==> config.mk <==
export PLATFORM = sky130hd
export DESIGN_NAME = rc_channel_frame_decoder_flat
export DESIGN_NICKNAME = d
export VERILOG_FILES = /design/src/hdl/rcfd_pkg.sv /design/src/hdl/rcfd_if.sv /design/src/hdl/rcfd_ram.sv /design/src/hdl/rc_channel_frame_decoder.sv /design/src/flat_wrapper.sv
export SDC_FILE = /design/constraint.sdc
export NUM_CORES = 1
export LEC_CHECK = 0
export BUFFER_PORTS_ARGS = -buffer_cell sky130_fd_sc_hd__buf_2
export CORE_MARGIN = 1
export CORE_UTILIZATION = 42
export DETAILED_ROUTE_END_ITERATION = 6
export HOLD_SLACK_MARGIN = 0.1
export PLACE_DENSITY = 0.61
export SLEW_MARGIN = 10
export SYNTH_ARGS = -nofsm -noshare
export SYNTH_HDL_FRONTEND = slang
export SYNTH_HIERARCHICAL = 1
export SYNTH_SLANG_ARGS = --single-unit
==> constraint.sdc <==
create_clock -name clk -period 10.9 [get_ports clk]
set_input_delay 1.635 -clock clk [delete_from_list [all_inputs] [get_ports clk]]
set_output_delay 1.635 -clock clk [all_outputs]
set_load 0.01 [all_outputs]
==> src/hdl/rcfd_pkg.sv <==
// Shared types and constants for the RC channel frame decoder.
// No dependencies; compile first.
package rcfd_pkg;

	localparam int BYTE_W  = 8;
	localparam int CHAN_W  = 16;
	localparam int COUNT_W = 4;
	localparam int POS_W   = 5;

	localparam logic [BYTE_W-1:0] SYNC_BYTE  = 8'h20;
	localparam logic [CHAN_W-1:0] CHECK_INIT = 16'hFFFF;

	// Parser phases
	localparam logic [1:0] PH_HUNT = 2'd0;
	localparam logic [1:0] PH_CMD  = 2'd1;
	localparam logic [1:0] PH_DATA = 2'd2;
	localparam logic [1:0] PH_CKHI = 2'd3;

	// Action codes of a request
	localparam logic ACT_BYTE = 1'b0;
	localparam logic ACT_READ = 1'b1;

	// Configuration register indexes
	localparam logic REG_CHANNEL_COUNT = 1'b0;

	typedef logic [CHAN_W-1:0] chan_word_t;

endpackage

==> src/hdl/rcfd_if.sv <==
// Request and response channel interfaces of the RC channel frame decoder.
// Depends on rcfd_pkg for field widths.
interface rcfd_req_if;
	logic                           valid;
	logic                           ready;
	logic                           action;
	logic [rcfd_pkg::BYTE_W-1:0]    rx_byte;
	logic [rcfd_pkg::COUNT_W-1:0]   channel_number;

	modport source(output valid, action, rx_byte, channel_number, input ready);
	modport sink(input valid, action, rx_byte, channel_number, output ready);
endinterface

interface rcfd_rsp_if;
	logic                 valid;
	logic                 ready;
	rcfd_pkg::chan_word_t read_value;
	logic                 frame_accepted;
	logic                 checksum_error;

	modport source(output valid, read_value, frame_accepted, checksum_error, input ready);
	modport sink(input valid, read_value, frame_accepted, checksum_error, output ready);
endinterface

==> src/hdl/rcfd_ram.sv <==
// Generic single-port-write, single-port-read RAM with registered read data.
// No dependencies.
module rcfd_ram #(
	parameter int WIDTH = 16,
	parameter int DEPTH = 32
) (
	input  logic                     clk,
	input  logic                     we,
	input  logic [$clog2(DEPTH)-1:0] waddr,
	input  logic [WIDTH-1:0]         wdata,
	input  logic                     re,
	input  logic [$clog2(DEPTH)-1:0] raddr,
	output logic [WIDTH-1:0]         rdata
);

	logic [WIDTH-1:0] mem [DEPTH];

	always_ff @(posedge clk) begin
		if (we) begin
			mem[waddr] <= wdata;
		end
		if (re) begin
			rdata <= mem[raddr];
		end
	end

endmodule

==> src/hdl/rc_channel_frame_decoder.sv <==
// RC channel frame decoder: byte-wise frame parser with a two-copy channel RAM.
// Each request passes the stage 1 register (parse + RAM read) and then the output register.
// Throughput: one request per cycle while the output register can drain; set by the
// single RAM read port and the parse update. Commit flips per-channel copy pointers at once.
// Reset (arst_n low): parser hunts for sync, committed channels read as zero,
// channel_count returns to 14. Depends on rcfd_pkg, rcfd_if and rcfd_ram.
module rc_channel_frame_decoder #(
	parameter int MAX_CHANNELS = 14
) (
	input  logic        clk,
	input  logic        arst_n,
	input  logic        psel,
	input  logic        penable,
	input  logic        pwrite,
	input  logic [2:0]  paddr,
	input  logic [31:0] pwdata,
	output logic [31:0] prdata,
	output logic        pready,
	rcfd_req_if.sink    req,
	rcfd_rsp_if.source  rsp
);

	localparam int IDX_W = (MAX_CHANNELS > 1) ? $clog2(MAX_CHANNELS) : 1;
	localparam int AW    = IDX_W + 1;
	localparam int DEPTH = 2 ** AW;
	localparam logic [rcfd_pkg::COUNT_W-1:0] MAX_CNT = rcfd_pkg::COUNT_W'(MAX_CHANNELS);
	localparam logic [rcfd_pkg::POS_W-1:0]   MAX_POS = rcfd_pkg::POS_W'(2 * MAX_CHANNELS);

	// Configuration
	logic [rcfd_pkg::COUNT_W-1:0] count_q;
	logic [rcfd_pkg::COUNT_W-1:0] cnt;
	logic [rcfd_pkg::POS_W-1:0]   two_cnt;
	logic                         cfg_wr;

	// Parser state
	logic [1:0]                        phase_q;
	logic [rcfd_pkg::POS_W-1:0]        pos_q;
	rcfd_pkg::chan_word_t              chk_q;
	logic [rcfd_pkg::BYTE_W-1:0]       low_q;

	// Per-channel copy pointers: committed copy, staging copy, staging written, committed valid
	logic [MAX_CHANNELS-1:0] cur_q;
	logic [MAX_CHANNELS-1:0] sv_q;
	logic [MAX_CHANNELS-1:0] stw_q;
	logic [MAX_CHANNELS-1:0] cvalid_q;

	// Pipeline
	logic                 v_s1, hit_s1, ok_s1, bad_s1;
	logic                 rsp_valid_q, ok_q, bad_q;
	rcfd_pkg::chan_word_t value_q;
	rcfd_pkg::chan_word_t rdata;
	logic                 adv;

	// Request decode
	logic                         accept, byte_acc, read_acc;
	logic [rcfd_pkg::COUNT_W-1:0] num_m1;
	logic [IDX_W-1:0]             rd_idx, wr_idx;
	logic                         in_range, rd_hit;
	logic                         data_byte, ck_byte, sum_good;
	logic                         ram_we, ram_re;
	logic [AW-1:0]                ram_waddr, ram_raddr;
	rcfd_pkg::chan_word_t         ram_wdata, got;

	assign pready = 1'b1;
	assign cfg_wr = psel && penable && pwrite && pready
		&& (paddr[2] == rcfd_pkg::REG_CHANNEL_COUNT);
	assign prdata = (paddr[2] == rcfd_pkg::REG_CHANNEL_COUNT)
		? {{(32 - rcfd_pkg::COUNT_W){1'b0}}, count_q} : 32'd0;

	always_ff @(posedge clk or negedge arst_n) begin
		if (!arst_n) begin
			count_q <= 4'd14;
		end else if (cfg_wr) begin
			count_q <= pwdata[rcfd_pkg::COUNT_W-1:0];
		end
	end

	assign cnt     = (count_q > MAX_CNT) ? MAX_CNT : count_q;
	assign two_cnt = {cnt, 1'b0};

	assign adv       = v_s1 && (!rsp_valid_q || rsp.ready);
	assign req.ready = !v_s1 || adv;
	assign accept    = req.valid && req.ready;
	assign byte_acc  = accept && (req.action == rcfd_pkg::ACT_BYTE);
	assign read_acc  = accept && (req.action == rcfd_pkg::ACT_READ);

	assign num_m1   = req.channel_number - 4'd1;
	assign rd_idx   = num_m1[IDX_W-1:0];
	assign in_range = (req.channel_number != '0) && (req.channel_number <= cnt);
	assign rd_hit   = in_range && cvalid_q[rd_idx];

	assign wr_idx    = pos_q[IDX_W:1];
	assign data_byte = byte_acc && (phase_q == rcfd_pkg::PH_DATA) && (pos_q < two_cnt);
	assign ck_byte   = byte_acc && (phase_q == rcfd_pkg::PH_CKHI);
	assign got       = {req.rx_byte, low_q};
	assign sum_good  = (got == chk_q);

	// Staging writes go to the copy not holding the committed value, so a read
	// never meets a write to the same entry and no forwarding is required.
	assign ram_we    = data_byte && pos_q[0];
	assign ram_waddr = {~cur_q[wr_idx], wr_idx};
	assign ram_wdata = {req.rx_byte, low_q};
	assign ram_re    = read_acc && rd_hit;
	assign ram_raddr = {cur_q[rd_idx], rd_idx};

	rcfd_ram #(
		.WIDTH(rcfd_pkg::CHAN_W),
		.DEPTH(DEPTH)
	) u_chan_ram (
		.clk  (clk),
		.we   (ram_we),
		.waddr(ram_waddr),
		.wdata(ram_wdata),
		.re   (ram_re),
		.raddr(ram_raddr),
		.rdata(rdata)
	);

	always_ff @(posedge clk or negedge arst_n) begin
		if (!arst_n) begin
			phase_q  <= rcfd_pkg::PH_HUNT;
			pos_q    <= '0;
			chk_q    <= rcfd_pkg::CHECK_INIT;
			low_q    <= '0;
			cur_q    <= '0;
			sv_q     <= '0;
			stw_q    <= '0;
			cvalid_q <= '0;
		end else if (byte_acc) begin
			unique case (phase_q)
				rcfd_pkg::PH_HUNT: begin
					if (req.rx_byte == rcfd_pkg::SYNC_BYTE) begin
						chk_q   <= rcfd_pkg::CHECK_INIT - {8'd0, rcfd_pkg::SYNC_BYTE};
						phase_q <= rcfd_pkg::PH_CMD;
					end
				end
				rcfd_pkg::PH_CMD: begin
					chk_q   <= chk_q - {8'd0, req.rx_byte};
					pos_q   <= '0;
					phase_q <= rcfd_pkg::PH_DATA;
				end
				rcfd_pkg::PH_DATA: begin
					if (pos_q < two_cnt) begin
						chk_q <= chk_q - {8'd0, req.rx_byte};
						if (!pos_q[0]) begin
							low_q <= req.rx_byte;
						end else begin
							sv_q[wr_idx]  <= ~cur_q[wr_idx];
							stw_q[wr_idx] <= 1'b1;
						end
						pos_q <= pos_q + 5'd1;
					end else begin
						low_q   <= req.rx_byte;
						phase_q <= rcfd_pkg::PH_CKHI;
					end
				end
				rcfd_pkg::PH_CKHI: begin
					if (sum_good) begin
						// commit: point each counted channel at its staging copy
						for (int i = 0; i < MAX_CHANNELS; i++) begin
							if (rcfd_pkg::COUNT_W'(i) < cnt) begin
								cur_q[i]    <= sv_q[i];
								cvalid_q[i] <= stw_q[i];
							end
						end
					end
					phase_q <= rcfd_pkg::PH_HUNT;
					pos_q   <= '0;
					chk_q   <= rcfd_pkg::CHECK_INIT;
				end
				default: begin
					phase_q <= rcfd_pkg::PH_HUNT;
				end
			endcase
		end
	end

	// Stage 1: RAM read in flight; hold while the output register is full and not being taken
	always_ff @(posedge clk or negedge arst_n) begin
		if (!arst_n) begin
			v_s1 <= 1'b0;
		end else if (accept) begin
			v_s1 <= 1'b1;
		end else if (adv) begin
			v_s1 <= 1'b0;
		end
	end

	always_ff @(posedge clk) begin
		if (accept) begin
			hit_s1 <= read_acc && rd_hit;
			ok_s1  <= ck_byte && sum_good;
			bad_s1 <= ck_byte && !sum_good;
		end
	end

	// Output register
	always_ff @(posedge clk or negedge arst_n) begin
		if (!arst_n) begin
			rsp_valid_q <= 1'b0;
		end else if (adv) begin
			rsp_valid_q <= 1'b1;
		end else if (rsp.ready) begin
			rsp_valid_q <= 1'b0;
		end
	end

	always_ff @(posedge clk) begin
		if (adv) begin
			value_q <= hit_s1 ? rdata : '0;
			ok_q    <= ok_s1;
			bad_q   <= bad_s1;
		end
	end

	assign rsp.valid          = rsp_valid_q;
	assign rsp.read_value     = value_q;
	assign rsp.frame_accepted = ok_q;
	assign rsp.checksum_error = bad_q;

	// Checks
	assert property (@(posedge clk) disable iff (!arst_n)
		ck_byte |=> (phase_q == rcfd_pkg::PH_HUNT) && (chk_q == rcfd_pkg::CHECK_INIT))
		else $error("parser did not return to hunting after a checksum byte");

	assert property (@(posedge clk) disable iff (!arst_n)
		(v_s1 && !adv) |=> v_s1 && $stable(hit_s1) && (!hit_s1 || $stable(rdata)))
		else $error("stalled stage 1 request lost its read data");

	assert property (@(posedge clk) disable iff (!arst_n)
		rsp_valid_q |-> !(ok_q && bad_q))
		else $error("frame reported both accepted and in error");

	assert property (@(posedge clk) disable iff (!arst_n)
		pos_q <= MAX_POS)
		else $error("byte position ran past the channel area");

	assert property (@(posedge clk) disable iff (!arst_n)
		(ram_we && ram_re) |-> (ram_waddr != ram_raddr))
		else $error("channel RAM read and write collided");

endmodule

==> src/flat_wrapper.sv <==
// flat-port wrapper written by rule: the top's interface ports become plain ports
module rc_channel_frame_decoder_flat 
#(
	parameter int MAX_CHANNELS = 14
)
  (clk, arst_n, psel, penable, pwrite, paddr, pwdata, prdata, pready, req_valid, req_action, req_rx_byte, req_channel_number, req_ready, rsp_valid, rsp_read_value, rsp_frame_accepted, rsp_checksum_error, rsp_ready);
  rcfd_req_if req_i ();
  rcfd_rsp_if rsp_i ();
  input  logic clk;
  input  logic arst_n;
  input  logic psel;
  input  logic penable;
  input  logic pwrite;
  input  logic [2:0] paddr;
  input  logic [31:0] pwdata;
  output logic [31:0] prdata;
  output logic pready;
  input wire logic [$bits(req_i.valid)-1:0] req_valid;
  input wire logic [$bits(req_i.action)-1:0] req_action;
  input wire logic [$bits(req_i.rx_byte)-1:0] req_rx_byte;
  input wire logic [$bits(req_i.channel_number)-1:0] req_channel_number;
  output wire logic [$bits(req_i.ready)-1:0] req_ready;
  output wire logic [$bits(rsp_i.valid)-1:0] rsp_valid;
  output wire logic [$bits(rsp_i.read_value)-1:0] rsp_read_value;
  output wire logic [$bits(rsp_i.frame_accepted)-1:0] rsp_frame_accepted;
  output wire logic [$bits(rsp_i.checksum_error)-1:0] rsp_checksum_error;
  input wire logic [$bits(rsp_i.ready)-1:0] rsp_ready;
  assign req_i.valid = req_valid;
  assign req_i.action = req_action;
  assign req_i.rx_byte = req_rx_byte;
  assign req_i.channel_number = req_channel_number;
  assign req_ready = req_i.ready;
  assign rsp_valid = rsp_i.valid;
  assign rsp_read_value = rsp_i.read_value;
  assign rsp_frame_accepted = rsp_i.frame_accepted;
  assign rsp_checksum_error = rsp_i.checksum_error;
  assign rsp_i.ready = rsp_ready;
  rc_channel_frame_decoder #(.MAX_CHANNELS(MAX_CHANNELS)) u_core (.clk(clk), .arst_n(arst_n), .psel(psel), .penable(penable), .pwrite(pwrite), .paddr(paddr), .pwdata(pwdata), .prdata(prdata), .pready(pready), .req(req_i), .rsp(rsp_i));
endmodule
==> flow_summary.json, run 1 <==
{
  "cts_tree": "yes",
  "synth_flop_cell": "edfxtp_1",
  "antenna_found_initial": 0,
  "synth_top_area_share_pct": 61.0,
  "crit_fanout": 76,
  "clock_path_buffers": 3,
  "grtUsageMet2_pct": 30.4,
  "cp_common_cell": "mux4_2",
  "num_rows": 92,
  "met1_usage_pct": 25.6,
  "synth_warnings": 6,
  "r2r_setup_slack_ns": 6.62,
  "cts_hold_buf": 0,
  "path_class": "primary input to register",
  "post-route-util_pct": 47.6,
  "cts.sinks": 642,
  "grt_start_max_net_pins": 82,
  "clock.fmax_ghz": 0.190,
  "synth_area_leader_cell": "edfxtp_1",
  "post-route-period-util_pct": 48.4,
  "wl_um": 61200,
  "dpl.hpwl_um": 35000,
  "yosysSeqAreaShare_pct": 69.7,
  "clock_latency_ns": 0.60,
  "drc_errors": 0,
  "vias_per_cell": 5.49,
  "min_path_cells": 0,
  "grt_pass1_wl_um": 91200,
  "die_w_um": 256,
  "critPathArrivalTime_ns": 5.59,
  "synth_edf_count": 549,
  "worstMarginPinSlew_ns": 1.21,
  "grtUsageMet3_pct": 2.92,
  "ios": 108,
  "cts_root_buffer": "clkbuf_16",
  "finalSetupViolations": 0,
  "syn2layout_area_growth_pct": 11.4,
  "setup_tns_ns": 0,
  "holdPathEnd": "u_core/rsp.frame_accepted",
  "hold_class": "register to register",
  "r2r_cells": 9,
  "hp-start": "u_core/ok_s1",
  "cts.repair.resized": 0,
  "fin_cells": 2683,
  "drv_slew": 0,
  "slowest_stage": "mux4_2",
  "worst_setup_path_start_kind": "primary input",
  "fillers": 5395,
  "fin_hold_ws_ns": 0.432,
  "synth-seq-cells": 642,
  "top_usage_layer": "met2",
  "finalNetCount": 1862,
  "initial_core_util_pct": 42.7,
  "multi_input_area_um2": 7350,
  "routed-via-count": 14722,
  "synth_area_leaders": "edfxtp_1 61%, mux2i_1 9.6%, dfrtp_1 6.8%",
  "cp_num_buf_inv": 2,
  "reg2reg_from": "u_core/count_q[1]",
  "crit_family": "multiplexers",
  "fin_crit_ns": 5.27,
  "drtPass1Iterations": 5,
  "power.density_nw_per_um2": 202,
  "io_buffers": 48,
  "synthArstFlopShare_pct": 14.5,
  "vdd_drop_max_v": 0.000122,
  "syn_area_um2": 27000,
  "wl_per_cell_um": 22.8,
  "path_cells": "buf_2 > inv_8 > ha_1 > mux4_2 > mux4_2 > nand2b_1 > a21oi_1 > a31oi_1 > nand3_1",
  "synth_cells": 1703,
  "status": "completed",
  "drive_gt1_share_pct": 16.6,
  "rsz0062_at_grt": "false",
  "grt_pass1_vias": 14625,
  "drtIter0Drc": 1216,
  "dieArea_um2": 65400,
  "die_h_um": 256,
  "synth_cell_types": 75,
  "clkTransAtPathRegs_ns": 0.06,
  "cp.required_ns": 11.21,
  "post_cts_buffers": 0,
  "h-tree-depth": 3,
  "drv_cap": 0,
  "synth.avg_cell_area_um2": 15.9,
  "post-place-cells": 2563,
  "rr_endpoint": "u_core/u_chan_ram/mem[2][3]",
  "power.leakage_uw": 0.0112,
  "place.gp.congestion": 0.778,
  "cts_buffers": 67,
  "regArea_um2": 18800,
  "ant_nets": 0,
  "fin_worst_skew_ns": 0.0243,
  "grt_use_total_pct": 18.6,
  "cp_slowest_stage_delay_ns": 0.77,
  "slew_headroom_pct": 19.6,
  "hold_viol_final": 0,
  "core_area_um2": 63300,
  "worst_setup_path_end_kind": "register",
  "grt_overflow": 0
}
-- sequential cells by signal, summed over array words and instances, names as in the netlist, 2 cells and up --
signal and cells:
u_core/cur_q 14, u_core/low_q 8, u_core/u_chan_ram/mem 512, u_core/sv_q 14, u_core/u_chan_ram/rdata 16, u_core/rsp.read_value 16
u_core/chk_q 16, u_core/cvalid_q 14, u_core/phase_q 2, u_core/count_q 4, u_core/pos_q 5, u_core/stw_q 14
-- layout by cell type (no fill, tap or decap), drive strengths merged, types with 21 or more instances in the layout --
| cell type | synthesis | routed |
|---|---|---|
| inv | 26 | 29 |
| edfxtp | 549 | 549 |
| conb | 2 | 29 |
| and2 | 23 | 23 |
| dfrtp | 74 | 74 |
| a22oi | 64 | 64 |
| clkbuf | 22 | 89 |
| nor3 | 29 | 29 |
| a21oi | 50 | 50 |
| a22o | 33 | 33 |
| nand2b | 22 | 22 |
| clkinv | 0 | 21 |
| mux2i | 260 | 260 |
| nor2 | 70 | 70 |
| nand2 | 57 | 57 |
| buf | 95 | 104 |
| mux2 | 49 | 49 |
| nand4 | 23 | 23 |
| nand3 | 50 | 50 |
| o21ai | 25 | 25 |
-- metal layers --
metal,wire length (µm),share of wire (%),vias up
met3,3170,5.2,78
met1,27100,44,7573
met4,1320,2.2,0
met5,0,0,-
met2,29600,48,411
li1,-,-,6660
-- stage by stage --
| step | power (µW) | area (µm²) | setup slack, ns |
|---|---|---|---|
| floorplan | 3640 | 27100 | 6.19 |
| global placement | 3900 | 28000 | 4.94 |
| detailed placement | 3940 | 28000 | 4.91 |
| CTS | 6130 | 30100 | 5.56 |
| global route | 6310 | 30100 | 5.44 |
| finish | 6080 | 30100 | 5.63 |
-- report_power, final --
part / switching, µW / internal (µW) / leakage (µW)
clock network: 921 / 1270 / 0.00103
registers: 171 / 2920 / 0.00618
logic: 517 / 284 / 0.00395
total: 1610 / 4470 / 0.0112
-- synthesized netlist by cell type, types with 24 or more instances --
| cell | instances |
|---|---|
| a21oi_1 | 50 |
| a22o_1 | 33 |
| a22oi_1 | 64 |
| buf_2 | 24 |
| buf_4 | 51 |
| dfrtp_1 | 74 |
| edfxtp_1 | 549 |
| inv_1 | 26 |
| mux2_2 | 40 |
| mux2i_1 | 260 |
| nand2_1 | 56 |
| nand3_1 | 50 |
| nor2_1 | 67 |
-- cell families (layout without fill, tap and decap cells) --
group           Yosys count  after routing  synth area share [%]
flops                   642            642                  69.7
other cells               2             30                0.0278
compound gates          221            221                  5.82
fa+ha+maj                21             21                  1.00
simple gates            333            333                  6.61
buf+inv                 143            249                  3.61
xor+xnor                 21             21                 0.680
mux                     320            320                  12.6
-- worst max-delay path by stage --
| stage | from | end | slack (ns) | cells past startpoint |
|---|---|---|---|---|
| floorplan | req_channel_number[0] | u_core/hit_s1 | 6.19 | 8 |
| CTS | req_channel_number[0] | u_core/u_chan_ram/rdata[4] | 5.56 | 9 |
| finish | req_channel_number[0] | u_core/u_chan_ram/rdata[9] | 5.63 | 9 |
| detailed placement | req_channel_number[0] | u_core/u_chan_ram/rdata[4] | 4.91 | 9 |
| global placement | req_channel_number[0] | u_core/u_chan_ram/rdata[4] | 4.94 | 9 |
| global route | req_channel_number[0] | u_core/u_chan_ram/rdata[4] | 5.44 | 9 |
-- layout make-up --
type / instances / area share [%]
diodes: 1 / 0.00831
clock buffers: 89 / 6.15
clock inverters: 30 / 0.843
inverters: 26 / 0.349
multi-input cells: 945 / 24.4
flip-flops and latches: 642 / 62.5
well taps: 846 / 3.51
repair buffers: 104 / 2.20
No activity file was read; power rests on OpenSTA's default activity.
==> run 2, diff against run 1 <==
PLACE_DENSITY = 0.63   (was 0.61)
clock period = 4.7 ns   (was 10.9 ns; I/O delays follow)
==> flow_summary.json, run 2 (synthesis results as in run 1) <==
{
  "ios": 108,
  "finalSetupViolations": 0,
  "place_area_um2": 28200,
  "fin_worst_skew_ns": 0.0321,
  "fillers": 5462,
  "dpl.hpwl_um": 37200,
  "final_common_cell": "edfxtp_1",
  "cts_tree": "yes",
  "fin_crit_ns": 4.06,
  "cts.sinks": 642,
  "grt_overflow": 0,
  "clkTransAtPathRegs_ns": 0.06,
  "cts_root_buffer": "clkbuf_16",
  "cp_num_buf_inv": 2,
  "final_cell_mix": "549 x edfxtp_1, 260 x mux2i_1, 74 x dfrtp_1",
  "cp.required_ns": 5.00,
  "post_cts_buffers": 0,
  "path_class": "register to register",
  "post-route-period-util_pct": 86.4,
  "io_buffers": 48,
  "vias_per_cell": 5.47,
  "drv_cap": 0,
  "clock_latency_ns": 0.64,
  "grt_pass1_wl_um": 91900,
  "setup_tns_ns": 0,
  "crit_fanout": 18,
  "path_cells": "inv_1 > ha_1 > and4_4 > a2111oi_4 > o21ai_2 > nor2_4 > or3b_2 > nor2_1 > buf_4",
  "critPathArrivalTime_ns": 4.36,
  "antenna_found_initial": 4,
  "vdd_drop_max_v": 0.000292,
  "cts_hold_buf": 0,
  "post-place-cells": 2579,
  "slew_headroom_pct": 19.4,
  "place.gp.congestion": 0.802,
  "wl_um": 61100,
  "hold_viol_final": 0,
  "initial_core_util_pct": 42.7,
  "routed-via-count": 14727,
  "cts_buffers": 61,
  "cp_slowest_stage_delay_ns": 0.71,
  "largest_register_ffs": 512,
  "grt_start_max_net_pins": 144,
  "ant_nets": 0,
  "worstMarginPinSlew_ns": 1.21,
  "power.density_nw_per_um2": 456,
  "dieArea_um2": 65400,
  "postLayoutCellArea_um2": 30100,
  "core_area_um2": 63300,
  "hold_class": "primary input to async pin",
  "drive_gt1_share_pct": 16.8,
  "h-tree-depth": 2,
  "cts.repair.resized": 0,
  "drc_errors": 0,
  "rsz0062_at_grt": "false",
  "grt_use_total_pct": 18.7,
  "finalNetCount": 1872,
  "syn2layout_area_growth_pct": 11.2,
  "regMostFlops": "u_core/u_chan_ram/mem",
  "slowest_stage": "dfstp_2",
  "worst_setup_path_end_kind": "register",
  "clock_path_buffers": 3,
  "drtIter0Drc": 1284,
  "status": "completed",
  "wl_per_cell_um": 22.7,
  "fin_cells": 2692,
  "drtPass1Iterations": 6,
  "drv_slew": 0,
  "grt_pass1_vias": 14859,
  "num_rows": 92,
  "post-route-util_pct": 47.5,
  "die_w_um": 256,
  "power.leakage_uw": 0.0111,
  "fin_hold_ws_ns": 0.109,
  "clock.fmax_ghz": 0.246,
  "die_h_um": 256,
  "crit_family": "simple AND/OR/NAND/NOR gates",
  "worst_setup_path_start_kind": "register"
}
run 2: cell types whose count changed in the layout (fill, tap and decap cells not counted), moves of 2 or more:
cell	delta
buf_4	+14
inv_6	-2
clkbuf_4	+2
buf_12	+2
clkbuf_16	-8
clkbuf_8	-2
clkbuf_1	+2
run 2: layout make-up:
cell class	count	area (µm²)	area share, %
Timing Repair Buffer	120	808	2.69
Antenna cell	1	2.50	0.00833
Inverter	26	105	0.350
Clock inverter	29	240	0.799
Clock buffer	83	1650	5.48
Sequential cell	642	18800	62.7
Tap cell	846	1060	3.52
Multi-Input combinational cell	945	7350	24.5
run 2: worst register-to-register path: stages (launching register included):
cell,delay [ns]
dfstp_2,0.71
inv_1,0.21
ha_1,0.42
and4_4,0.22
a2111oi_4,0.32
o21ai_2,0.15
nor2_4,0.39
or3b_2,0.63
nor2_1,0.33
buf_4,0.34
run 2: worst paths after layout:
check / start / end / cells after the start / slack (ns)
max in group asynchronous: arst_n / u_core/count_q[1] / 2 / 3.56
worst max-delay path: u_core/count_q[1] / u_core/u_chan_ram/mem[4][8] / 9 / 0.64
min in group clk: pwdata[1] / u_core/count_q[1] / 2 / 0.32
worst max register to register: u_core/count_q[1] / u_core/u_chan_ram/mem[4][8] / 9 / 0.64
worst min-delay path: arst_n / u_core/low_q[1] / 1 / 0.11
worst min register to register: u_core/bad_s1 / u_core/rsp.checksum_error / 0 / 0.41
run 2: metal layers:
metal	vias up	routed length, µm	global-route usage (%)
li1	6696	-	-
met1	7510	26700	25.7
met2	427	28700	29.8
met3	94	3860	3.48
met4	0	1720	6.35
met5	-	0	0
run 2: per-stage QoR:
stage / power [µW] / setup WS [ns]
2_1_floorplan: 8440 / 0.723
3_3_place_gp: 9080 / 0.694
3_5_place_dp: 9160 / 0.630
4_1_cts: 13800 / 0.639
5_1_grt: 14200 / 0.471
6_report: 13700 / 0.641
run 2: where the power goes:
group | internal [µW] | total (µW) | leakage, µW | switching, µW
clock | 2620 | 4660 | 0.000924 | 2050
combinational | 681 | 1890 | 0.00404 | 1210
sequential | 6760 | 7140 | 0.00618 | 378
==> run 3, diff against run 2 <==
==> constraint.sdc (replaced) <==
create_clock -name clk -period 4.7 [get_ports clk]
set_input_delay 0.47 -clock clk [delete_from_list [all_inputs] [get_ports clk]]
set_output_delay 0.47 -clock clk [all_outputs]
set_load 0.01 [all_outputs]
==> flow_summary.json, run 3 (synthesis results as in run 1) <==
{
  "antenna_found_initial": 2,
  "finalNetCount": 1879,
  "post-route-period-util_pct": 82.4,
  "place.gp.congestion": 0.786,
  "die_w_um": 256,
  "cts_tree": "yes",
  "post_cts_buffers": 0,
  "wl_per_cell_um": 22.9,
  "dpl.hpwl_um": 37400,
  "final_common_cell": "edfxtp_1",
  "grt_pass1_wl_um": 91400,
  "fin_worst_skew_ns": 0.0179,
  "drv_cap": 0,
  "drv_slew": 0,
  "grt_use_total_pct": 18.7,
  "dieArea_um2": 65400,
  "grt_pass1_vias": 14627,
  "cts.sinks": 642,
  "ant_nets": 0,
  "cts.repair.resized": 0,
  "clock.fmax_ghz": 0.258,
  "core_area_um2": 63300,
  "hold_viol_final": 0,
  "h-tree-depth": 3,
  "fin_crit_ns": 3.87,
  "clock_path_buffers": 3,
  "critPathArrivalTime_ns": 4.15,
  "cts_hold_buf": 5,
  "grt_overflow": 0,
  "setup_ws_ns": 0.826,
  "drc_errors": 0,
  "slew_headroom_pct": 20.7,
  "initial_core_util_pct": 42.7,
  "io_buffers": 48,
  "drtIter0Drc": 1255,
  "path_class": "register to register",
  "clkTransAtPathRegs_ns": 0.06,
  "die_h_um": 256,
  "syn2layout_area_growth_pct": 12.1,
  "power.leakage_uw": 0.0113,
  "cts_buffers": 67,
  "worstMarginPinSlew_ns": 1.19,
  "worst_setup_path_start_kind": "register",
  "num_rows": 92,
  "final_cell_mix": "549 x edfxtp_1, 260 x mux2i_1, 72 x dfrtp_1",
  "wl_um": 61700,
  "cp_slowest_stage_delay_ns": 0.68,
  "cp.required_ns": 4.97,
  "crit_family": "simple AND/OR/NAND/NOR gates",
  "vias_per_cell": 5.52,
  "fin_hold_ws_ns": 0.136,
  "largest_register_ffs": 512,
  "hold_class": "primary input to register",
  "slowest_stage": "dfstp_2",
  "setup_tns_ns": 0,
  "pre_cts_slack_ns": 0.656,
  "grt_start_max_net_pins": 69,
  "drtPass1Iterations": 6,
  "rsz0062_at_grt": "false",
  "antenna_cells": 0,
  "drive_gt1_share_pct": 16.9,
  "ios": 108,
  "clock_latency_ns": 0.60,
  "cts_root_buffer": "clkbuf_16",
  "status": "completed",
  "cp_num_buf_inv": 2,
  "finalSetupViolations": 0,
  "worst_setup_path_end_kind": "register",
  "crit_fanout": 18,
  "routed-via-count": 14892,
  "regMostFlops": "u_core/u_chan_ram/mem",
  "vdd_drop_max_v": 0.000344,
  "power.density_nw_per_um2": 467,
  "path_cells": "inv_1 > ha_1 > and4_4 > a2111oi_4 > o21ai_2 > nor2_4 > or3b_2 > nor2_1 > buf_4"
}
-- run 3: cell types whose count changed in the layout (fill, tap and decap cells not counted), moves of 3 or more --
cell	before	now
dlygate4sd3_1	0	5
clkbuf_8	1	4
clkinv_2	11	6
buf_4	71	68
clkbuf_1	18	13
clkinv_1	10	15
clkbuf_16	62	70
-- run 3: stage by stage --
| step | instance area (µm²) | instances | power (µW) | utilization [%] |
|---|---|---|---|---|
| global route | 30300 | 2697 | 14700 | 47.9 |
| CTS | 30300 | 2697 | 14300 | 47.8 |
| global placement | 28100 | 2575 | 9080 | 44.4 |
| detailed placement | 28100 | 2575 | 9150 | 44.4 |
| floorplan | 27100 | 1730 | 8440 | - |
| finish | 30300 | 2697 | 14100 | 47.9 |
-- run 3: worst paths after layout --
kind                                   start  slack, ns                     endpoint  cells after the start
setup / recovery           u_core/count_q[1]       0.83  u_core/u_chan_ram/mem[4][0]                      9
hold / removal                     pwdata[0]       0.14            u_core/count_q[0]                      2
setup reg to reg           u_core/count_q[1]       0.83  u_core/u_chan_ram/mem[4][0]                      9
hold reg to reg                 u_core/ok_s1       0.42    u_core/rsp.frame_accepted                      0
max in group asynchronous             arst_n       3.26            u_core/count_q[0]                      3
min in group asynchronous             arst_n       0.43             u_core/rsp.valid                      2
-- run 3: cell type report --
class                   instances  area [µm²]
clock buffers                  87        1860
clock inverters                30         268
fillers                      5396       33000
inverters                      26         105
multi-input cells             945        7350
flip-flops and latches        642       18800
well taps                     846        1060
repair buffers                121         816
-- run 3: per-layer routing --
layer,share of wire [%],GRT usage (%)
met1,45,26.8
met2,46,29.1
met3,6.5,3.61
met4,2.2,5.32
met5,0,0
-- run 3: power by group --
| part | internal (µW) | leakage (µW) | total (µW) | switching (µW) |
|---|---|---|---|---|
| Combinational | 665 | 0.00403 | 1820 | 1150 |
| Sequential | 6760 | 0.00618 | 7210 | 446 |
| Clock | 3010 | 0.00104 | 5120 | 2110 |
| Total | 10400 | 0.0112 | 14100 | 3710 |
